`src/rtl/sgsd_pkg.sv`:
```
package sgsd_pkg;

  // Grid geometry and position width
  localparam int GRID_COLS     = 4;
  localparam int GRID_ROWS     = 8;
  localparam int POSITION_BITS = 16;

  localparam int MOTOR_COUNT = GRID_COLS * GRID_ROWS;
  localparam int BOARD_COLS  = (GRID_COLS + 1) / 2;
  localparam int BOARD_ROWS  = (GRID_ROWS + 1) / 2;
  localparam int BOARD_COUNT = BOARD_COLS * BOARD_ROWS;

  localparam int ADDR_W   = $clog2(MOTOR_COUNT);
  localparam int COL_W    = $clog2(GRID_COLS);
  localparam int ROW_W    = $clog2(GRID_ROWS);
  localparam int BOARD_IW = (BOARD_COUNT > 1) ? $clog2(BOARD_COUNT) : 1;

  // Request opcodes
  localparam logic OP_LOAD = 1'b0;
  localparam logic OP_STEP = 1'b1;

  typedef logic signed [POSITION_BITS-1:0] pos_t;

  typedef struct packed {
    logic              we;
    logic [ADDR_W-1:0] addr;
    pos_t              data;
  } store_wr_t;

endpackage

```
`src/rtl/sgsd_req_if.sv`:
```
interface sgsd_req_if;
  logic               valid;
  logic               ready;
  logic               op;
  logic [1:0]         motor_col;
  logic [2:0]         motor_row;
  logic signed [15:0] target_position;

  modport source (
    output valid, op, motor_col, motor_row, target_position,
    input  ready
  );
  modport sink (
    input  valid, op, motor_col, motor_row, target_position,
    output ready
  );
endinterface

```
`src/rtl/sgsd_rsp_if.sv`:
```
interface sgsd_rsp_if;
  logic       valid;
  logic       ready;
  logic [2:0] board_number;
  logic [7:0] drive_byte;
  logic       all_in_place;
  logic       last_byte;

  modport source (
    output valid, board_number, drive_byte, all_in_place, last_byte,
    input  ready
  );
  modport sink (
    input  valid, board_number, drive_byte, all_in_place, last_byte,
    output ready
  );
endinterface

```
`src/rtl/sgsd_motor_store.sv`:
```
module sgsd_motor_store import sgsd_pkg::*; (
  input  logic              clk,
  input  logic              rst,
  input  store_wr_t         tgt_wr,
  input  store_wr_t         pos_wr,
  input  logic [ADDR_W-1:0] rd_addr,
  output pos_t              rd_pos,
  output pos_t              rd_tgt
);

  pos_t pos_mem [MOTOR_COUNT];
  pos_t tgt_mem [MOTOR_COUNT];

  logic [MOTOR_COUNT-1:0] pos_vld;
  logic [MOTOR_COUNT-1:0] tgt_vld;

  pos_t pos_q;
  pos_t tgt_q;
  logic pos_v_q;
  logic tgt_v_q;

  // data arrays, registered read
  always_ff @(posedge clk) begin
    if (tgt_wr.we) begin
      tgt_mem[tgt_wr.addr] <= tgt_wr.data;
    end
    if (pos_wr.we) begin
      pos_mem[pos_wr.addr] <= pos_wr.data;
    end
    pos_q <= pos_mem[rd_addr];
    tgt_q <= tgt_mem[rd_addr];
  end

  // per-entry valid: unwritten entries read as zero
  always_ff @(posedge clk) begin
    if (rst) begin
      pos_vld <= '0;
      tgt_vld <= '0;
      pos_v_q <= 1'b0;
      tgt_v_q <= 1'b0;
    end else begin
      if (tgt_wr.we) begin
        tgt_vld[tgt_wr.addr] <= 1'b1;
      end
      if (pos_wr.we) begin
        pos_vld[pos_wr.addr] <= 1'b1;
      end
      pos_v_q <= pos_vld[rd_addr];
      tgt_v_q <= tgt_vld[rd_addr];
    end
  end

  assign rd_pos = pos_v_q ? pos_q : '0;
  assign rd_tgt = tgt_v_q ? tgt_q : '0;

endmodule

```
`src/rtl/stepper_grid_step_direction_packer.sv`:
```
// Load request: accepted while idle, no response beats.
// Step request: reads all 32 motors, one motor per cycle through the store's single read port,
//   then, after the store's registered read, one response beat per board (8), back to back
//   while rsp is ready.
// Reset (rst, synchronous): all positions and targets read as zero, control returns to idle.
module stepper_grid_step_direction_packer import sgsd_pkg::*; (
  input logic         clk,
  input logic         rst,
  sgsd_req_if.sink    req,
  sgsd_rsp_if.source  rsp
);

  localparam logic [1:0] ST_IDLE = 2'd0;
  localparam logic [1:0] ST_SCAN = 2'd1;
  localparam logic [1:0] ST_EMIT = 2'd2;

  logic [1:0] state;

  // scan walk: column outer, row inner, same order as the store address
  logic [COL_W-1:0] scan_col;
  logic [ROW_W-1:0] scan_row;
  logic             scan_busy;
  logic             scan_last;
  logic [ADDR_W-1:0] scan_addr;
  logic [BOARD_IW-1:0] scan_board;

  // stage 1: store data returns, compare and write back
  logic                s1_vld;
  logic [ADDR_W-1:0]   s1_addr;
  logic [BOARD_IW-1:0] s1_board;
  logic [1:0]          s1_slot;
  logic                s1_last;

  pos_t rd_pos;
  pos_t rd_tgt;
  logic s1_diff;
  logic s1_down;
  logic [7:0] s1_mask;

  // per-board drive bytes collected during the scan
  logic [7:0]          drive [BOARD_COUNT];
  logic                moved;
  logic [BOARD_IW-1:0] emit_idx;
  logic                emit_last;

  store_wr_t tgt_wr;
  store_wr_t pos_wr;

  logic req_fire;
  logic rsp_fire;
  logic in_grid;

  assign req.ready = (state == ST_IDLE);
  assign req_fire  = req.valid && req.ready;
  assign rsp_fire  = rsp.valid && rsp.ready;

  assign in_grid = (32'(req.motor_col) < GRID_COLS) && (32'(req.motor_row) < GRID_ROWS);

  // target writes happen only from an idle load inside the grid; out-of-grid loads are dropped
  always_comb begin
    tgt_wr.we   = req_fire && (req.op == OP_LOAD) && in_grid;
    tgt_wr.addr = ADDR_W'(32'(req.motor_col) * GRID_ROWS + 32'(req.motor_row));
    tgt_wr.data = POSITION_BITS'(req.target_position);
  end

  assign scan_addr  = ADDR_W'(32'(scan_col) * GRID_ROWS + 32'(scan_row));
  assign scan_last  = (32'(scan_col) == GRID_COLS - 1) && (32'(scan_row) == GRID_ROWS - 1);
  assign scan_board = BOARD_IW'(32'(scan_col >> 1) + 32'(scan_row >> 1) * BOARD_COLS);

  sgsd_motor_store u_store (
    .clk     (clk),
    .rst     (rst),
    .tgt_wr  (tgt_wr),
    .pos_wr  (pos_wr),
    .rd_addr (scan_addr),
    .rd_pos  (rd_pos),
    .rd_tgt  (rd_tgt)
  );

  // compare; direction bit set when heading toward smaller positions
  assign s1_diff = (rd_tgt != rd_pos);
  assign s1_down = (rd_tgt < rd_pos);
  assign s1_mask = (8'(s1_diff) << {s1_slot, 1'b1}) | (8'(s1_down) << {s1_slot, 1'b0});

  // read-modify-write of the position; a pass touches each entry once, so no overlap
  always_comb begin
    pos_wr.we   = s1_vld && s1_diff;
    pos_wr.addr = s1_addr;
    pos_wr.data = s1_down ? (rd_pos - pos_t'(1)) : (rd_pos + pos_t'(1));
  end

  assign emit_last = (emit_idx == BOARD_IW'(BOARD_COUNT - 1));

  assign rsp.valid        = (state == ST_EMIT);
  assign rsp.board_number = 3'(emit_idx);
  assign rsp.drive_byte   = drive[emit_idx];
  assign rsp.all_in_place = !moved;
  assign rsp.last_byte    = emit_last;

  // control
  always_ff @(posedge clk) begin
    if (rst) begin
      state     <= ST_IDLE;
      scan_col  <= '0;
      scan_row  <= '0;
      scan_busy <= 1'b0;
      s1_vld    <= 1'b0;
      emit_idx  <= '0;
    end else begin
      s1_vld <= 1'b0;
      unique case (state)
        ST_IDLE: begin
          if (req_fire && (req.op == OP_STEP)) begin
            state     <= ST_SCAN;
            scan_col  <= '0;
            scan_row  <= '0;
            scan_busy <= 1'b1;
          end
        end
        ST_SCAN: begin
          if (scan_busy) begin
            s1_vld <= 1'b1;
            if (scan_last) begin
              scan_busy <= 1'b0;
            end else if (32'(scan_row) == GRID_ROWS - 1) begin
              scan_row <= '0;
              scan_col <= scan_col + COL_W'(1);
            end else begin
              scan_row <= scan_row + ROW_W'(1);
            end
          end
          if (s1_vld && s1_last) begin
            state    <= ST_EMIT;
            emit_idx <= '0;
          end
        end
        ST_EMIT: begin
          if (rsp_fire) begin
            if (emit_last) begin
              state <= ST_IDLE;
            end else begin
              emit_idx <= emit_idx + BOARD_IW'(1);
            end
          end
        end
        default: begin
          state <= ST_IDLE;
        end
      endcase
    end
  end

  // stage 1 payload
  always_ff @(posedge clk) begin
    s1_addr  <= scan_addr;
    s1_board <= scan_board;
    s1_slot  <= {scan_col[0], scan_row[0]};
    s1_last  <= scan_last;
  end

  // drive bytes and moved flag: cleared at the start of each pass
  always_ff @(posedge clk) begin
    if (req_fire && (req.op == OP_STEP)) begin
      for (int b = 0; b < BOARD_COUNT; b++) begin
        drive[b] <= '0;
      end
      moved <= 1'b0;
    end else if (s1_vld) begin
      drive[s1_board] <= drive[s1_board] | s1_mask;
      if (s1_diff) begin
        moved <= 1'b1;
      end
    end
  end

  // ---------------------------------------------------------------------------
  // Assertions
  // ---------------------------------------------------------------------------

  // positions change only during a scan
  a_pos_wr_in_scan: assert property (@(posedge clk) disable iff (rst)
    pos_wr.we |-> (state == ST_SCAN))
    else $error("position write outside scan");

  // last beat of a pass carries the highest board index
  a_last_board: assert property (@(posedge clk) disable iff (rst)
    (rsp.valid && rsp.last_byte) |-> (32'(rsp.board_number) == BOARD_COUNT - 1))
    else $error("last beat on wrong board");

  // the in-place flag is the same on every beat of a pass
  a_flag_stable: assert property (@(posedge clk) disable iff (rst)
    (rsp.valid && $past(rsp.valid)) |-> $stable(rsp.all_in_place))
    else $error("all_in_place changed within a pass");

  // no new request while beats are pending
  a_no_req_in_emit: assert property (@(posedge clk) disable iff (rst)
    rsp.valid |-> !req.ready)
    else $error("request taken during emit");

endmodule
```
`src/flat_wrapper.sv`:
```
// flat-port wrapper written by rule: the top's interface ports become plain ports
module stepper_grid_step_direction_packer_flat import sgsd_pkg::*;
  (clk, rst, req_valid, req_op, req_motor_col, req_motor_row, req_target_position, req_ready, rsp_valid, rsp_board_number, rsp_drive_byte, rsp_all_in_place, rsp_last_byte, rsp_ready);
  sgsd_req_if req_i ();
  sgsd_rsp_if rsp_i ();
  input logic clk;
  input logic rst;
  input wire logic [$bits(req_i.valid)-1:0] req_valid;
  input wire logic [$bits(req_i.op)-1:0] req_op;
  input wire logic [$bits(req_i.motor_col)-1:0] req_motor_col;
  input wire logic [$bits(req_i.motor_row)-1:0] req_motor_row;
  input wire logic [$bits(req_i.target_position)-1:0] req_target_position;
  output wire logic [$bits(req_i.ready)-1:0] req_ready;
  output wire logic [$bits(rsp_i.valid)-1:0] rsp_valid;
  output wire logic [$bits(rsp_i.board_number)-1:0] rsp_board_number;
  output wire logic [$bits(rsp_i.drive_byte)-1:0] rsp_drive_byte;
  output wire logic [$bits(rsp_i.all_in_place)-1:0] rsp_all_in_place;
  output wire logic [$bits(rsp_i.last_byte)-1:0] rsp_last_byte;
  input wire logic [$bits(rsp_i.ready)-1:0] rsp_ready;
  assign req_i.valid = req_valid;
  assign req_i.op = req_op;
  assign req_i.motor_col = req_motor_col;
  assign req_i.motor_row = req_motor_row;
  assign req_i.target_position = req_target_position;
  assign req_ready = req_i.ready;
  assign rsp_valid = rsp_i.valid;
  assign rsp_board_number = rsp_i.board_number;
  assign rsp_drive_byte = rsp_i.drive_byte;
  assign rsp_all_in_place = rsp_i.all_in_place;
  assign rsp_last_byte = rsp_i.last_byte;
  assign rsp_i.ready = rsp_ready;
  stepper_grid_step_direction_packer u_core (.clk(clk), .rst(rst), .req(req_i), .rsp(rsp_i));
endmodule
```
`config.mk`:
```
export PLATFORM = sky130hd
export DESIGN_NAME = stepper_grid_step_direction_packer_flat
export DESIGN_NICKNAME = d
export VERILOG_FILES = /design/src/rtl/sgsd_pkg.sv /design/src/rtl/sgsd_req_if.sv /design/src/rtl/sgsd_rsp_if.sv /design/src/rtl/sgsd_motor_store.sv /design/src/rtl/stepper_grid_step_direction_packer.sv /design/src/flat_wrapper.sv
export SDC_FILE = /design/constraint.sdc
export NUM_CORES = 1
export LEC_CHECK = 0
export BUFFER_PORTS_ARGS = -buffer_cell sky130_fd_sc_hd__buf_4
export CORE_MARGIN = 3
export CORE_UTILIZATION = 45
export CTS_CLUSTER_SIZE = 24
export DETAILED_ROUTE_END_ITERATION = 10
export HOLD_SLACK_MARGIN = 0.15
export SYNTH_ARGS = -nofsm -noshare
export SYNTH_HDL_FRONTEND = slang
export SYNTH_SLANG_ARGS = --single-unit
```
`constraint.sdc`:
```
create_clock -name clk -period 8.99 [get_ports clk]
set_input_delay 1.798 -clock clk [delete_from_list [all_inputs] [get_ports clk]]
set_output_delay 1.798 -clock clk [all_outputs]
set_load 0.02 [all_outputs]
```
# == Yosys cells after proc, flatten, opt, wreduce, memory -nomap -nowiden ==
# Memories as Yosys holds them, arrays and structs flattened. A register that Yosys moved wholly into a read port is not among the register bits.
# Cells that the tools add are included.
# totals
ff_bits,90
latch_bits,0
ram_bits,1088
romBits,0
in_bits,26
output_inout_bits,15
elab_cells,124
memories,3
# classes
n_addsub,8
multipliers,0
div_mod_pow,0
n_lt_le_gt_ge,6
n_eq_ne,14
n_shift,2
mux,49
n_bitwise,6
reduce_logical,21
# mem_list
memory,depth,width,read_ports,rd_clocked_by_memory_dff,wr,line,source
u_core.u_store.pos_mem,32,16,1,1,1,sgsd_motor_store.sv:11,pos_t pos_mem [MOTOR_COUNT];
u_core.u_store.tgt_mem,32,16,1,1,1,sgsd_motor_store.sv:12,pos_t tgt_mem [MOTOR_COUNT];
u_core.drive,8,8,2,2,8,stepper_grid_step_direction_packer.sv:41,logic [7:0] drive [BOARD_COUNT];
# op_table
cell,count
OR 32 bit,2
2-to-1 mux 16 bit,3
2-to-1 mux 3 bit,10
"< comparator 5 x 6 -> 1 bit, second input constant",3
2-to-1 mux 1 bit,18
"adder 16 x 2 -> 16 bit, second input constant",1
< comparator 16 bit,1
2-to-1 mux 2 bit,8
inequality test 16 bit,1
OR 8 bit,2
left shift 1 x 3 -> 8 bit,2
"subtractor 16 x 2 -> 16 bit, second input constant",1
case mux 3 bit (2 select lines),2
AND reduction 4 bit,3
adder 5 x 3 -> 5 bit,2
binary-select mux 1 bit (select 5 bit),2
demux 1 bit (select 5 bit),2
">= comparator 5 x 1 -> 1 bit, second input constant",2
"inequality test 2 bit, second input constant",5
logical AND 1 bit,9
2-to-1 mux 8 bit,1
OR reduction 8 bit,1
"adder 3 x 1 -> 3 bit, second input constant",2
"equality test 3 bit, second input constant",2
other kinds (15),21

# == Logic depth before layout (Yosys ltp) ==
# depth
word_depth,7
ltp_mapped,19

# == Cells and area by module ==
# Synthesis repeated with hierarchy kept, for this count alone.
# hier_totals
cells_unflattened,2413
hier_area_um2,48091.1
# modules_own_cells
mod,instances,cells_each,area_per_inst_um2
sgsd_motor_store,1,1961,42753.5
stepper_grid_step_direction_packer,1,452,5337.6

# == Worst setup path after synthesis ==
# OpenSTA, ideal clock, no wires.
# synth_path
kind,reg2reg
start,reg u_core.u_store.pos_v_q
end,mem u_core.u_store.pos_mem[0][12] in the netlist's numbering (data pin)
arrival_ps,5013
setup_slack_ps,3590
path_stages_with_launch,20
path_cell_list,dfxtp_1 buf_2 clkbuf_1 nand2_1 inv_1 ha_1 nor2b_1 o211ai_1 a21boi_2 nor4_2 mux2i_4 inv_1 fa_1 nor2b_1 o21ai_0 a21oi_1 o211ai_1 nand3_1 o211ai_1 xnor2_1
# synth_rtl
item,line,source
"start, declared",sgsd_motor_store.sv:19,logic pos_v_q;
"start signal, assigned",sgsd_motor_store.sv:48,pos_v_q <= pos_vld[rd_addr];
"end, declared",sgsd_motor_store.sv:11,

==> flow_summary.yaml <==
outcome:
  outcome: "finished clean"
route:
  ant_nets: 0
  route.vias.total: 23100
  detailedRoute.firstIterationViolations: 2473
  drt_drc_violations_left: 0
  detail_route.first_pass.iterations: 6
  viasPerCell: 5.94
  detail_route.wl_per_cell_um: 28.5
  detail_route.wirelength_mm: 111
timing:
  finalMaxSlewViolations: 0
  grt_setup_unrepaired: "false"
  worst_pin_slew_ps: 1320
  finalHoldViolations: 0
  fin_tns_setup_ps: 0
  min_period_over_period_pct: 74.0
  report.final.setup_viol: 0
  final.min_clock_period_ps: 6650
  slew-limit-headroom_pct: 11.7
  final.setup_skew_ps: 26.1
  max_freq_ghz: 0.150
synthesis:
  post_synth.cell_area_avg_sq_um: 20.5
  synth-edff-count: 1088
  post_synthesis_sequential_element_count: 1208
  synth_async_sr_flop_share_pct: 0
  ys_warn_count: 0
  syn-instance-count: 2322
  yosys.area.top_type: "sky130_fd_sc_hd__edfxtp_1"
  synth_cell_types: 52
  synth.net_count: 2385
  synth.yosys.seq_area_share_pct: 73.7
  synth-main-ff-cell: "sky130_fd_sc_hd__edfxtp_1"
  synth_area_sq_mm: 0.0476
  synth_largest_type_area_fraction_pct: 68.6
  yosys-top-cells-area: "sky130_fd_sc_hd__edfxtp_1 69%, sky130_fd_sc_hd__mux4_2 18%, sky130_fd_sc_hd__dfxtp_1 5.0%"
clock_tree:
  post_cts_buffers: 0
  cts_hold_repair.buffers: 0
  cts_root_buffer: "sky130_fd_sc_hd__clkbuf_16"
  clock_sink_count: 1208
  clk_transition_reported_paths_ps: 60
  insertion_delay_ps: 710
  number_of_buffers_created_by_cts: 118
  cts_htree_levels: 3
  clock_tree_from_tritoncts: "built"
  postCtsResizedCells: 0
  ctsLongestPathBuffers: 3
place:
  detailedPlacementHpwl_mm: 60.8
  postPlaceCellArea_sq_mm: 0.0499
  io_buffers: 40
  gp_congestion: 0.781
critical_path:
  worst-r2r-setup-slack_ps: 2340
  crit_path_max_fanout: 34
  critical_path.reg2reg.startpoint: "u_core.u_store.pos_v_q"
  setup.worst_path.class: "reg -> reg"
  cp_data_required_time_ps: 9290
  regToRegEndpoint: "u_core.u_store.pos_mem[0][12]"
  worstSetupEndpointType: "register"
  nature_of_the_critical_path_startpoint: "register"
  worst-endpoint-arrival_ps: 6950
  worst-r2r-cell-count: 17
grt:
  largest_net_degree_at_the_start_of_global_routing: 85
  antenna_found_initial: 5
  global_route_wire_length_before_repair_mm: 162
  first_global_vias: 23900
  global_route.usage.total_pct: 20.2
  grt_overflow_total: 0
floorplan:
  placeableCoreArea_sq_mm: 0.104
  number_of_top_level_pins: 41
  floorplan.rows: 118
  fp.dieArea_sq_mm: 0.110
  die_width_um: 331
  initial_utilization_pct: 45.7
  chipHeight_um: 331
power:
  power.share.clock_pct: 44.0
  power.net_switching_uw: 2220
  seq_power_share_pct: 54.0
  leakage_uw: 0.0170
  p_per_area_mw_per_mm2: 211
  swShare_pct: 19.6
  irDropWorstVdd_uv: 185
  p_int_uw: 9140
  proportion_of_power_drawn_by_combinational_gates_pct: 2.0
hold_path:
  hold_start: "u_core.u_store.tgt_vld[23]"
  timing.hold.worst_path_depth: 2
  min_to: "u_core.u_store.tgt_vld[23]"
  class_of_the_most_critical_hold_timing_path: "reg -> reg"
final_layout:
  multi_input_comb_area_sq_mm: 0.0124
  antenna-diode-count: 0
  area_growth_pct: 13.2
  fill_count: 8244
  register_area_sq_mm: 0.0351
  final_layout_size_suffix_gt1_share_pct: 30.5
  layout_net_count: 2466
  final_design_area_no_fill_sq_mm: 0.0539
run:
  cap_violations: 0
[cells by family after synthesis]
group | Yosys count | share of synthesized area (%)
compound gates | 112 | 1.56
xor+xnor | 14 | 0.258
fa+ha+maj | 37 | 0.988
buf+inv | 145 | 1.23
flops | 1208 | 73.7
mux | 420 | 18.8
simple gates | 386 | 3.52
[power by group through the flow]
stage | sequential (uW) | clock (uW) | combinational (uW)
floorplan | 6250 | 0 | 137
global placement | 6250 | 0 | 222
detailed placement | 6260 | 0 | 230
CTS | 6140 | 5090 | 231
global route | 6140 | 5320 | 247
finish | 6140 | 5000 | 227
[area by class of cell]
class	instances	share of cell area, %
Clock buffer	151	5.94
Sequential cell	1208	65.1
Inverter	22	0.153
Multi-Input combinational cell	969	23.0
Timing Repair Buffer	84	1.22
Tap cell	1380	3.20
Clock inverter	71	1.36
[cell usage in the layout (no fill, tap or decap), types with 5 or more instances in the layout]
cell,count
sky130_fd_sc_hd__a21o_1,12
sky130_fd_sc_hd__a21oi_1,63
sky130_fd_sc_hd__a31oi_1,7
sky130_fd_sc_hd__and2_1,17
sky130_fd_sc_hd__and3_1,10
sky130_fd_sc_hd__buf_4,82
sky130_fd_sc_hd__bufinv_16,15
sky130_fd_sc_hd__clkbuf_1,25
sky130_fd_sc_hd__clkbuf_16,122
sky130_fd_sc_hd__clkinv_1,28
sky130_fd_sc_hd__clkinv_2,21
sky130_fd_sc_hd__clkinvlp_4,5
sky130_fd_sc_hd__dfxtp_1,115
sky130_fd_sc_hd__edfxtp_1,1088
sky130_fd_sc_hd__ha_1,36
sky130_fd_sc_hd__inv_1,22
sky130_fd_sc_hd__mux2_2,43
sky130_fd_sc_hd__mux4_2,372
sky130_fd_sc_hd__nand2_1,61
sky130_fd_sc_hd__nand2b_1,10
sky130_fd_sc_hd__nand3_1,12
sky130_fd_sc_hd__nor2_1,175
sky130_fd_sc_hd__nor2_2,28
sky130_fd_sc_hd__nor2_4,36
sky130_fd_sc_hd__nor2b_1,17
sky130_fd_sc_hd__xnor2_2,8
[worst max path at each step]
| stage | from | endpoint | cells past startpoint |
|---|---|---|---|
| floorplan | u_core.u_store.pos_v_q | u_core.u_store.pos_mem[0][12] | 19 |
| global placement | u_core.u_store.pos_v_q | u_core.u_store.pos_mem[0][12] | 17 |
| detailed placement | u_core.u_store.pos_v_q | u_core.u_store.pos_mem[2][12] | 17 |
| CTS | u_core.u_store.pos_v_q | u_core.u_store.pos_mem[0][12] | 17 |
| global route | u_core.u_store.pos_v_q | u_core.u_store.pos_mem[0][12] | 17 |
| finish | u_core.u_store.pos_v_q | u_core.u_store.pos_mem[0][12] | 17 |
[synth_stat cells (2+ instances only)]
master and number:
sky130_fd_sc_hd__a31oi_1 7, sky130_fd_sc_hd__ha_1 36, sky130_fd_sc_hd__xor2_1 5, sky130_fd_sc_hd__clkbuf_1 74, sky130_fd_sc_hd__o21ai_0 4, sky130_fd_sc_hd__inv_1 22
sky130_fd_sc_hd__dfxtp_1 120, sky130_fd_sc_hd__mux2_2 43, sky130_fd_sc_hd__nand3_1 12, sky130_fd_sc_hd__nand2_1 61, sky130_fd_sc_hd__and2_1 17, sky130_fd_sc_hd__a22oi_1 2
sky130_fd_sc_hd__and3_1 10, sky130_fd_sc_hd__and4_1 2, sky130_fd_sc_hd__a221oi_4 3, sky130_fd_sc_hd__nand4b_1 2, sky130_fd_sc_hd__mux2i_1 4, sky130_fd_sc_hd__nor2b_1 17
sky130_fd_sc_hd__edfxtp_1 1088, sky130_fd_sc_hd__a21o_1 12, sky130_fd_sc_hd__o211ai_1 4, sky130_fd_sc_hd__nor4_2 2, sky130_fd_sc_hd__nor3_1 4, sky130_fd_sc_hd__or2_2 2
sky130_fd_sc_hd__nor2_1 239, sky130_fd_sc_hd__buf_1 16, sky130_fd_sc_hd__a221oi_1 4, sky130_fd_sc_hd__nand4_1 2, sky130_fd_sc_hd__a21oi_1 63, sky130_fd_sc_hd__xnor2_1 9
sky130_fd_sc_hd__mux4_2 372, sky130_fd_sc_hd__buf_2 33, sky130_fd_sc_hd__nand2b_1 10, sky130_fd_sc_hd__nand3b_1 3
[routing by layer]
metal  wire length [um]  part of all wire (%)  global-route usage, %
met2              52800                    48                   31.5
met4               2310                   2.1                   5.37
met5                 39                 0.035                      0
met3               7800                   7.1                   3.81
met1              47700                    43                   29.5
[worst max-delay path, stage by stage (launching register included)]
cell	delay, ps
sky130_fd_sc_hd__dfxtp_1	730
sky130_fd_sc_hd__nand2_1	800
sky130_fd_sc_hd__inv_1	220
sky130_fd_sc_hd__ha_1	180
sky130_fd_sc_hd__nor2b_1	50
sky130_fd_sc_hd__o211ai_1	180
sky130_fd_sc_hd__a21boi_2	90
sky130_fd_sc_hd__nor4_2	280
sky130_fd_sc_hd__mux2i_4	910
sky130_fd_sc_hd__inv_1	160
sky130_fd_sc_hd__fa_1	520
sky130_fd_sc_hd__nor2b_1	130
sky130_fd_sc_hd__o21ai_0	120
sky130_fd_sc_hd__a21oi_1	410
sky130_fd_sc_hd__o211ai_1	200
sky130_fd_sc_hd__nand3_1	130
sky130_fd_sc_hd__o211ai_1	130
sky130_fd_sc_hd__xnor2_2	1000
[flip-flops by register name (all words and copies together) (netlist names), named ones only]
register,flops
u_core.u_store.pos_mem,512
u_core.u_store.tgt_mem,512
u_core.drive,64
u_core.u_store.pos_vld,32
u_core.u_store.tgt_vld,32
u_core.u_store.pos_q,16
u_core.u_store.tgt_q,16
u_core.s1_addr,4
u_core.rsp.board_number,3
u_core.scan_row,3
u_core.scan_col,2
u_core.state,2
u_core.moved,1
u_core.s1_board,1
u_core.s1_last,1
u_core.s1_vld,1
u_core.scan_busy,1
u_core.u_store.pos_v_q,1
u_core.u_store.tgt_v_q,1
[per-stage QoR]
step	total power (uW)	hold slack (ps)	cells	worst slack [ps]	util (%)
final	11400	467	3885	2340	51.7
after CTS	11500	470	3885	2430	51.7
after detailed placement	6490	456	3663	2460	47.9
after floorplan	6390	353	2322	3590	-
after global routing	11700	487	3885	1750	51.7
after global placement	6480	442	3663	2730	47.9
No activity file was read; power rests on OpenSTA's default activity.
